<file path="config.mk">
export PLATFORM = sky130hd
export DESIGN_NAME = sm4_block_cipher
export DESIGN_NICKNAME = d
export VERILOG_FILES = /design/src/rtl/core/sm4_pkg.sv /design/src/rtl/core/sm4_word_cell.sv /design/src/rtl/core/sm4_round.sv /design/src/rtl/core/sm4_key_ring.sv /design/src/rtl/core/sm4_block_cipher.sv
export SDC_FILE = /design/constraint.sdc
export NUM_CORES = 2
export LEC_CHECK = 0
export BUFFER_PORTS_ARGS = -buffer_cell sky130_fd_sc_hd__buf_2
export CAP_MARGIN = 15
export CORE_MARGIN = 2
export CORE_UTILIZATION = 65
export CTS_BUF_LIST = sky130_fd_sc_hd__clkbuf_2
export DETAILED_ROUTE_END_ITERATION = 16
export MAX_ROUTING_LAYER = met4
export PLACE_DENSITY = 0.83
export SLEW_MARGIN = 0
export SYNTH_ARGS = -nofsm -noshare
export SYNTH_HDL_FRONTEND = slang
export SYNTH_HIERARCHICAL = 1
export SYNTH_SLANG_ARGS = --single-unit
</file>
<file path="constraint.sdc">
create_clock -name clk -period 79 [get_ports clk]
set_input_delay 15.8 -clock clk [delete_from_list [all_inputs] [get_ports clk]]
set_output_delay 15.8 -clock clk [all_outputs]
set_load 0.1 [all_outputs]
</file>
<file path="src/rtl/core/sm4_pkg.sv">
package sm4_pkg;

    // Control of one word cell: hold, shift towards index 0, shift back, or load
    typedef struct packed {
        logic en;
        logic load;
        logic back;
    } cell_ctl_t;

    // Control of the round-key ring
    typedef struct packed {
        logic en;
        logic back;
        logic fill;
    } ring_ctl_t;

    typedef enum logic [1:0] {
        ST_IDLE,
        ST_EXPAND,
        ST_CRYPT
    } state_t;

    localparam int CFG_INDEX_W = 8;
    localparam logic [CFG_INDEX_W-1:0] KEY_HIGH_IDX = 8'd0;
    localparam logic [CFG_INDEX_W-1:0] KEY_LOW_IDX  = 8'd1;

    localparam logic [31:0] FK [4] = '{
        32'ha3b1bac6, 32'h56aa3350, 32'h677d9197, 32'hb27022dc
    };

    localparam logic [7:0] SBOX [256] = '{
        8'hd6,8'h90,8'he9,8'hfe,8'hcc,8'he1,8'h3d,8'hb7,
        8'h16,8'hb6,8'h14,8'hc2,8'h28,8'hfb,8'h2c,8'h05,
        8'h2b,8'h67,8'h9a,8'h76,8'h2a,8'hbe,8'h04,8'hc3,
        8'haa,8'h44,8'h13,8'h26,8'h49,8'h86,8'h06,8'h99,
        8'h9c,8'h42,8'h50,8'hf4,8'h91,8'hef,8'h98,8'h7a,
        8'h33,8'h54,8'h0b,8'h43,8'hed,8'hcf,8'hac,8'h62,
        8'he4,8'hb3,8'h1c,8'ha9,8'hc9,8'h08,8'he8,8'h95,
        8'h80,8'hdf,8'h94,8'hfa,8'h75,8'h8f,8'h3f,8'ha6,
        8'h47,8'h07,8'ha7,8'hfc,8'hf3,8'h73,8'h17,8'hba,
        8'h83,8'h59,8'h3c,8'h19,8'he6,8'h85,8'h4f,8'ha8,
        8'h68,8'h6b,8'h81,8'hb2,8'h71,8'h64,8'hda,8'h8b,
        8'hf8,8'heb,8'h0f,8'h4b,8'h70,8'h56,8'h9d,8'h35,
        8'h1e,8'h24,8'h0e,8'h5e,8'h63,8'h58,8'hd1,8'ha2,
        8'h25,8'h22,8'h7c,8'h3b,8'h01,8'h21,8'h78,8'h87,
        8'hd4,8'h00,8'h46,8'h57,8'h9f,8'hd3,8'h27,8'h52,
        8'h4c,8'h36,8'h02,8'he7,8'ha0,8'hc4,8'hc8,8'h9e,
        8'hea,8'hbf,8'h8a,8'hd2,8'h40,8'hc7,8'h38,8'hb5,
        8'ha3,8'hf7,8'hf2,8'hce,8'hf9,8'h61,8'h15,8'ha1,
        8'he0,8'hae,8'h5d,8'ha4,8'h9b,8'h34,8'h1a,8'h55,
        8'had,8'h93,8'h32,8'h30,8'hf5,8'h8c,8'hb1,8'he3,
        8'h1d,8'hf6,8'he2,8'h2e,8'h82,8'h66,8'hca,8'h60,
        8'hc0,8'h29,8'h23,8'hab,8'h0d,8'h53,8'h4e,8'h6f,
        8'hd5,8'hdb,8'h37,8'h45,8'hde,8'hfd,8'h8e,8'h2f,
        8'h03,8'hff,8'h6a,8'h72,8'h6d,8'h6c,8'h5b,8'h51,
        8'h8d,8'h1b,8'haf,8'h92,8'hbb,8'hdd,8'hbc,8'h7f,
        8'h11,8'hd9,8'h5c,8'h41,8'h1f,8'h10,8'h5a,8'hd8,
        8'h0a,8'hc1,8'h31,8'h88,8'ha5,8'hcd,8'h7b,8'hbd,
        8'h2d,8'h74,8'hd0,8'h12,8'hb8,8'he5,8'hb4,8'hb0,
        8'h89,8'h69,8'h97,8'h4a,8'h0c,8'h96,8'h77,8'h7e,
        8'h65,8'hb9,8'hf1,8'h09,8'hc5,8'h6e,8'hc6,8'h84,
        8'h18,8'hf0,8'h7d,8'hec,8'h3a,8'hdc,8'h4d,8'h20,
        8'h79,8'hee,8'h5f,8'h3e,8'hd7,8'hcb,8'h39,8'h48
    };

    function automatic logic [31:0] sbox_word(input logic [31:0] v);
        return {SBOX[v[31:24]], SBOX[v[23:16]], SBOX[v[15:8]], SBOX[v[7:0]]};
    endfunction

    function automatic logic [31:0] lin_data(input logic [31:0] b);
        return b ^ {b[29:0], b[31:30]} ^ {b[21:0], b[31:22]}
                 ^ {b[13:0], b[31:14]} ^ {b[7:0], b[31:8]};
    endfunction

    function automatic logic [31:0] lin_key(input logic [31:0] b);
        return b ^ {b[18:0], b[31:19]} ^ {b[8:0], b[31:9]};
    endfunction

    // Byte j of CK[i] is (4i + j) * 7 modulo 256
    function automatic logic [31:0] ck_word(input logic [7:0] i);
        logic [31:0] w;
        logic [7:0]  b;
        w = '0;
        for (int j = 0; j < 4; j++)
        begin
            b = 8'(({i[5:0], 2'b00} + 8'(j)) * 8'd7);
            w = {w[23:0], b};
        end
        return w;
    endfunction

endpackage

</file>
<file path="src/rtl/core/sm4_word_cell.sv">
module sm4_word_cell (
    input  logic                 clk,
    input  sm4_pkg::cell_ctl_t   ctl,
    input  logic [31:0]          load_word,
    input  logic [31:0]          up_word,
    input  logic [31:0]          down_word,
    output logic [31:0]          q
);

    logic [31:0] q_reg;
    logic [31:0] q_next;

    always_comb
    begin
        priority if (ctl.load)
            q_next = load_word;
        else if (ctl.back)
            q_next = down_word;
        else
            q_next = up_word;
    end

    always_ff @(posedge clk)
    begin
        if (ctl.en)
            q_reg <= q_next;
    end

    assign q = q_reg;

endmodule

</file>
<file path="src/rtl/core/sm4_round.sv">
module sm4_round (
    input  logic        key_mode,
    input  logic [31:0] x0,
    input  logic [31:0] x1,
    input  logic [31:0] x2,
    input  logic [31:0] x3,
    input  logic [31:0] rk,
    input  logic [31:0] ck,
    output logic [31:0] t
);

    logic [31:0] mix;
    logic [31:0] sub;

    // Key schedule mixes in CK and uses L'; the data path uses the round key and L
    always_comb
    begin
        mix = x1 ^ x2 ^ x3 ^ (key_mode ? ck : rk);
        sub = sm4_pkg::sbox_word(mix);
        t   = x0 ^ (key_mode ? sm4_pkg::lin_key(sub) : sm4_pkg::lin_data(sub));
    end

endmodule

</file>
<file path="src/rtl/core/sm4_key_ring.sv">
module sm4_key_ring #(
    parameter int DEPTH = 32
) (
    input  logic                 clk,
    input  sm4_pkg::ring_ctl_t   ctl,
    input  logic [31:0]          fill_word,
    output logic [31:0]          head,
    output logic [31:0]          tail
);

    logic [31:0]        rk [DEPTH];
    sm4_pkg::cell_ctl_t cell_ctl [DEPTH];

    // Forward: each cell takes its upper neighbour, the top one wraps or takes
    // the new key. Back: each cell takes its lower neighbour.
    for (genvar i = 0; i < DEPTH; i++)
    begin : g_cell
        always_comb
        begin
            cell_ctl[i].en   = ctl.en;
            cell_ctl[i].back = ctl.back;
            cell_ctl[i].load = ctl.fill && (i == DEPTH - 1);
        end

        sm4_word_cell u_cell (
            .clk       (clk),
            .ctl       (cell_ctl[i]),
            .load_word (fill_word),
            .up_word   (rk[(i + 1) % DEPTH]),
            .down_word (rk[(i + DEPTH - 1) % DEPTH]),
            .q         (rk[i])
        );
    end

    assign head = rk[0];
    assign tail = rk[DEPTH-1];

endmodule

</file>
<file path="src/rtl/core/sm4_block_cipher.sv">
// SM4 block cipher, 128-bit block under a 128-bit key. A beat on the slave
// side carries one block (tdata) and the operation in tuser (0 encrypt,
// 1 decrypt); one result beat leaves on the master side for every block.
// The key is written through the configuration channel as two 64-bit words
// (index 0 key bytes 0 to 7, index 1 key bytes 8 to 15, big-endian); write it
// only while the core is idle. One shared round unit does one round per cycle
// unless the core holds on a last round: the four state words sit in a chain
// of word cells that advance by one word each round, and the 32 round keys sit
// in a ring of word cells that rotates forward for encryption and backward for
// decryption, so a full pass returns it to its starting place. A block loads
// on its accepting edge, then 32 rounds run; its result is offered as the core
// returns to idle, and the next block can be taken in that same cycle, but not
// before the previous block's rounds are through. The first block after reset
// or after any key write first runs the key schedule through the same round
// unit and cell chain. The result register lets the next block be taken while
// the previous result still waits; if that result has still not been taken
// when the last round comes up, the core holds there until it is.
module sm4_block_cipher #(
    parameter int ROUND_COUNT = 32
) (
    input  logic                              clk,
    input  logic                              rst_n,
    // configuration write channel
    input  logic                              cfg_valid,
    output logic                              cfg_ready,
    input  logic [sm4_pkg::CFG_INDEX_W-1:0]   cfg_index,
    input  logic [63:0]                       cfg_data,
    // slave side
    input  logic                              s_tvalid,
    output logic                              s_tready,
    input  logic [127:0]                      s_tdata,   // block_high [63:0], block_low [127:64]
    input  logic                              s_tuser,   // func [0]
    // master side
    output logic                              m_tvalid,
    input  logic                              m_tready,
    output logic [127:0]                      m_tdata    // result_high [63:0], result_low [127:64]
);

    localparam int CNT_W = $clog2(ROUND_COUNT);
    localparam logic [CNT_W-1:0] LAST_RND = CNT_W'(ROUND_COUNT - 1);

    sm4_pkg::state_t     state_reg, state_next;
    logic [CNT_W-1:0]    rnd_cnt_reg, rnd_cnt_next;
    logic                keys_ready_reg;
    logic [63:0]         key_high_reg, key_low_reg;
    logic [127:0]        blk_reg;
    logic                dec_reg;
    logic                m_tvalid_reg;
    logic [127:0]        m_tdata_reg;

    logic                accept;
    logic                last_rnd;
    logic                out_free;
    logic                chain_en;
    logic                load_all;
    logic                keys_set;
    logic                out_load;
    logic [31:0]         load_words [4];
    logic [31:0]         x [4];
    logic [31:0]         t;
    logic [31:0]         rk;
    logic [31:0]         ring_head, ring_tail;
    sm4_pkg::ring_ctl_t  ring_ctl;
    sm4_pkg::cell_ctl_t  data_ctl [4];

    assign cfg_ready = 1'b1;
    assign s_tready  = (state_reg == sm4_pkg::ST_IDLE);
    assign accept    = s_tvalid && s_tready;
    assign last_rnd  = (rnd_cnt_reg == LAST_RND);
    assign out_free  = !m_tvalid_reg || m_tready;
    assign rk        = dec_reg ? ring_tail : ring_head;

    // Words to load into the state chain: the key whitened with FK ahead of
    // the schedule, else the block straight off the bus or from the holding
    // register once the schedule is done.
    always_comb
    begin
        if (state_reg == sm4_pkg::ST_IDLE && !keys_ready_reg)
        begin
            load_words[0] = key_high_reg[63:32] ^ sm4_pkg::FK[0];
            load_words[1] = key_high_reg[31:0]  ^ sm4_pkg::FK[1];
            load_words[2] = key_low_reg[63:32]  ^ sm4_pkg::FK[2];
            load_words[3] = key_low_reg[31:0]   ^ sm4_pkg::FK[3];
        end
        else if (state_reg == sm4_pkg::ST_IDLE)
        begin
            load_words[0] = s_tdata[63:32];
            load_words[1] = s_tdata[31:0];
            load_words[2] = s_tdata[127:96];
            load_words[3] = s_tdata[95:64];
        end
        else
        begin
            load_words[0] = blk_reg[63:32];
            load_words[1] = blk_reg[31:0];
            load_words[2] = blk_reg[127:96];
            load_words[3] = blk_reg[95:64];
        end
    end

    // Sequencer
    always_comb
    begin
        state_next   = state_reg;
        rnd_cnt_next = rnd_cnt_reg;
        chain_en     = 1'b0;
        load_all     = 1'b0;
        keys_set     = 1'b0;
        out_load     = 1'b0;
        ring_ctl     = '0;
        unique case (state_reg)
            sm4_pkg::ST_IDLE:
            begin
                if (accept)
                begin
                    chain_en     = 1'b1;
                    load_all     = 1'b1;
                    rnd_cnt_next = '0;
                    state_next   = keys_ready_reg ? sm4_pkg::ST_CRYPT : sm4_pkg::ST_EXPAND;
                end
            end
            sm4_pkg::ST_EXPAND:
            begin
                // Shift each new round key into the top of the ring
                chain_en      = 1'b1;
                ring_ctl.en   = 1'b1;
                ring_ctl.fill = 1'b1;
                rnd_cnt_next  = rnd_cnt_reg + CNT_W'(1);
                if (last_rnd)
                begin
                    load_all   = 1'b1;
                    keys_set   = 1'b1;
                    state_next = sm4_pkg::ST_CRYPT;
                end
            end
            sm4_pkg::ST_CRYPT:
            begin
                // Hold on the last round until the result register is free
                if (!last_rnd || out_free)
                begin
                    chain_en      = 1'b1;
                    ring_ctl.en   = 1'b1;
                    ring_ctl.back = dec_reg;
                    rnd_cnt_next  = rnd_cnt_reg + CNT_W'(1);
                    if (last_rnd)
                    begin
                        out_load   = 1'b1;
                        state_next = sm4_pkg::ST_IDLE;
                    end
                end
            end
            default:
            begin
                state_next = sm4_pkg::ST_IDLE;
            end
        endcase
    end

    always_ff @(posedge clk or negedge rst_n)
    begin
        if (!rst_n)
        begin
            state_reg      <= sm4_pkg::ST_IDLE;
            rnd_cnt_reg    <= '0;
            keys_ready_reg <= 1'b0;
            key_high_reg   <= '0;
            key_low_reg    <= '0;
            m_tvalid_reg   <= 1'b0;
        end
        else
        begin
            state_reg   <= state_next;
            rnd_cnt_reg <= rnd_cnt_next;
            if (cfg_valid && cfg_ready && cfg_index == sm4_pkg::KEY_HIGH_IDX)
            begin
                key_high_reg   <= cfg_data;
                keys_ready_reg <= 1'b0;
            end
            else if (cfg_valid && cfg_ready && cfg_index == sm4_pkg::KEY_LOW_IDX)
            begin
                key_low_reg    <= cfg_data;
                keys_ready_reg <= 1'b0;
            end
            else if (keys_set)
            begin
                keys_ready_reg <= 1'b1;
            end
            if (out_load)
                m_tvalid_reg <= 1'b1;
            else if (m_tready)
                m_tvalid_reg <= 1'b0;
        end
    end

    // Payload registers: held block, operation and result
    always_ff @(posedge clk)
    begin
        if (accept)
        begin
            blk_reg <= s_tdata;
            dec_reg <= s_tuser;
        end
        // Final words reversed: the new word and the top of the chain form
        // the high half, the next two the low half
        if (out_load)
            m_tdata_reg <= {x[2], x[1], t, x[3]};
    end

    // State chain: four word cells, each taking its upper neighbour; the top
    // cell takes the round output
    for (genvar i = 0; i < 4; i++)
    begin : g_chain
        always_comb
        begin
            data_ctl[i].en   = chain_en;
            data_ctl[i].load = load_all || (i == 3);
            data_ctl[i].back = 1'b0;
        end

        sm4_word_cell u_cell (
            .clk       (clk),
            .ctl       (data_ctl[i]),
            .load_word (load_all ? load_words[i] : t),
            .up_word   (x[(i + 1) % 4]),
            .down_word (x[(i + 3) % 4]),
            .q         (x[i])
        );
    end

    sm4_round u_round (
        .key_mode (state_reg == sm4_pkg::ST_EXPAND),
        .x0       (x[0]),
        .x1       (x[1]),
        .x2       (x[2]),
        .x3       (x[3]),
        .rk       (rk),
        .ck       (sm4_pkg::ck_word(8'(rnd_cnt_reg))),
        .t        (t)
    );

    sm4_key_ring #(
        .DEPTH (ROUND_COUNT)
    ) u_key_ring (
        .clk       (clk),
        .ctl       (ring_ctl),
        .fill_word (t),
        .head      (ring_head),
        .tail      (ring_tail)
    );

    assign m_tvalid = m_tvalid_reg;
    assign m_tdata  = m_tdata_reg;

endmodule

</file>
==> results_dict.tcl <==
set metrics [dict create \
    dieArea_sq_um 148000 \
    layout-drive-gt1-share 0.160 \
    syn_to_final_growth_pct 4.17 \
    htreeDepth 5 \
    synthFlopType "edfxtp_1" \
    wirelength_um 318000 \
    crit_required_ns 80.28 \
    cpPeakStageDelay_ns 0.95 \
    drt_pass1_iterations 14 \
    synth_area_per_cell_sq_um 10.7 \
    final_cell_mix "1601 x nand2_1, 1409 x edfxtp_1, 1289 x mux2i_1, 1027 x o21ai_1, 580 x clkbuf_2" \
    cts_buffers 402 \
    async_reset_ff_frac 0.0886 \
    fill_cells 10800 \
    post-place-ws_ns 58.67 \
    port_buffers 335 \
    synthTopCellsByArea "edfxtp_1 45%, mux2i_1 14%, nand2_1 6.4%, o21ai_1 5.5%, dfrtp_1 3.6%" \
    synth_top_area_cell "edfxtp_1" \
    slew_headroom 0.147 \
    dp_hpwl_um 201000 \
    ctsResizeCount 0 \
    grt_setup_unrepaired "no" \
    cp.arrival_ns 20.01 \
    syn-cell-area_sq_um 94100 \
    final_antenna_net_count 0 \
    final_common_cell "nand2_1" \
    drt-initial-drc-count 12800 \
    path_buf_inv 5 \
    grt_pass1_wl_um 461000 \
    antenna_found_initial 42 \
    yosys_warnings 6 \
    cp_common_cell "buf_4" \
    cts_tree "built" \
    grt_usage 0.428 \
    crit_path_start_kind "primary input" \
    regArea_sq_um 45700 \
    yosysSeqAreaShare 0.486 \
    clkTransAtPathRegs_ns 0.16 \
    crit_path_end_kind "register" \
    path_cells "buf_2 > nor2b_1 > nand2_1 > a21oi_1 > nor2b_4 > buf_4 > buf_4 > buf_4 > buf_4" \
    worstHoldPathType "reg2reg" \
    multi_input_area_sq_um 43400 \
    cts_hold_buf 0 \
    setup_viol 0 \
    wl_per_cell_um 28.4 \
    path_delay_family "buffers and inverters" \
    io_pins 337 \
    placeableCoreArea_sq_um 144000 \
    period_minus_slack_ns 18.73 \
    gp_congestion 1.07 \
    tightest_slew_ns 1.27 \
    min_period_over_period 0.237 \
    status "completed" \
    die_w_um 385 \
    via_count 76900 \
    fin_tns_setup_ns 0 \
    placementRows 139 \
    cp_max_fo 82 \
    overflow 0 \
    slowest_stage "buf_4" \
    yosysTopAreaCellShare 0.449 \
    fin_ws_ns 60.27 \
    die_y_um 385 \
    largest_reg_flops 1024 \
    synth-edff-count 1409 \
    start_util 0.655 \
    grt_max_degree 207 \
    routed_via_density 6.88 \
    synth_cells 8785 \
    clkLatencyLatePin_ns 1.95 \
    worst_clock_skew_ns 0.375 \
    drc_errors 0 \
    ys_types 112 \
    root_buffer "clkbuf_2" \
    ys_ff_latch 1546 \
    cts.sinks 1546 \
    clockBufferDepth 4 \
    worstSetupPathType "in2reg" \
    fmax_mhz 53.4 \
    maxCapViolations 0 \
    post_cts_buffers 0 \
    final_nets 9234 \
    hold_viol_final 0 \
    drv_slew 0 \
    first_global_vias 73300 \
]
-- worst register-to-register path, stage by stage (launching register included) --
cell,delay [ns]
dfrtp_1,0.43
inv_1,0.17
ha_4,0.52
buf_4,0.72
buf_4,0.53
mux2i_1,0.44
xor2_1,0.28
buf_4,0.28
inv_2,0.41
ha_1,0.83
nor2_1,0.36
nand2_1,0.32
a311oi_1,0.14
a211oi_1,0.25
nor3_1,0.10
o32ai_2,0.96
xor2_1,0.23
xor2_1,0.21
a21oi_1,0.37
xnor2_2,0.15
buf_4,0.47
nand2_1,0.19
o21ai_0,0.13
nand2_1,0.08
o21ai_1,0.14
-- cell families after synthesis --
family | after synthesis | synth area share
compound gates | 2469 | 0.158
xor+xnor | 268 | 0.0321
simple gates | 2166 | 0.0930
flops | 1546 | 0.486
fa+ha+maj | 62 | 0.00888
mux | 1469 | 0.160
other cells | 3 | 0.000120
buf+inv | 802 | 0.0624
-- final cells by class --
| cell class | instances | area share |
|---|---|---|
| flip-flops and latches | 1546 | 0.466 |
| multi-input cells | 6479 | 0.443 |
| repair buffers | 493 | 0.0300 |
| clock buffers | 580 | 0.0296 |
| well taps | 1903 | 0.0243 |
| clock inverters | 83 | 0.00401 |
| inverters | 44 | 0.00179 |
| diodes | 46 | 0.00117 |
-- routing by layer --
metal	track usage	vias up	part of all wire
li1	-	33200	-
met1	0.557	36800	0.38
met2	0.624	5828	0.45
met3	0.111	1016	0.13
met4	0.207	0	0.052
met5	-	-	0
-- through the flow --
stage	instances	util	cell area [sq um]	hold slack (ns)
4_1_cts	11100	0.682	97900	0.271
5_1_grt	11200	0.683	98100	0.345
3_5_place_dp	10500	0.659	94700	0.476
3_3_place_gp	10500	0.659	94700	0.467
2_1_floorplan	8827	-	94300	0.457
6_report	11200	0.683	98100	0.305
-- path summary, 6_finish.rpt --
kind,depth (start not counted),start,slack [ns],end
hold reg to reg,0,g_chain[3].u_cell/q[28],0.30,m_tdata[28]
setup / recovery,9,m_tready,60.27,u_key_ring/g_cell[10].u_cell/q[24]
max in group asynchronous,3,rst_n,63.29,key_high_reg[1]
min in group asynchronous,1,rst_n,13.84,key_low_reg[31]
hold / removal,0,g_chain[3].u_cell/q[28],0.30,m_tdata[28]
setup reg to reg,24,state_reg[1],70.13,g_chain[2].u_cell/q[22]
-- cells in the mapped netlist, types with 41 or more instances --
library cell / n
o21ai_1: 1027
mux2_2: 155
xnor2_1: 137
o21ai_2: 73
xor2_1: 71
nand3_1: 93
a21oi_1: 228
dfrtp_1: 137
buf_6: 61
o211ai_1: 131
ha_1: 54
mux2i_1: 1289
a31oi_1: 51
o21ai_0: 486
nand2_1: 1601
buf_2: 397
nor3_1: 88
o221ai_1: 41
a211oi_1: 63
edfxtp_1: 1409
buf_12: 108
clkbuf_1: 128
nor2_1: 251
Power is left out: the tool's default activity adds up to more than one toggle a clock period on the data nets, which glitch-free logic cannot reach.
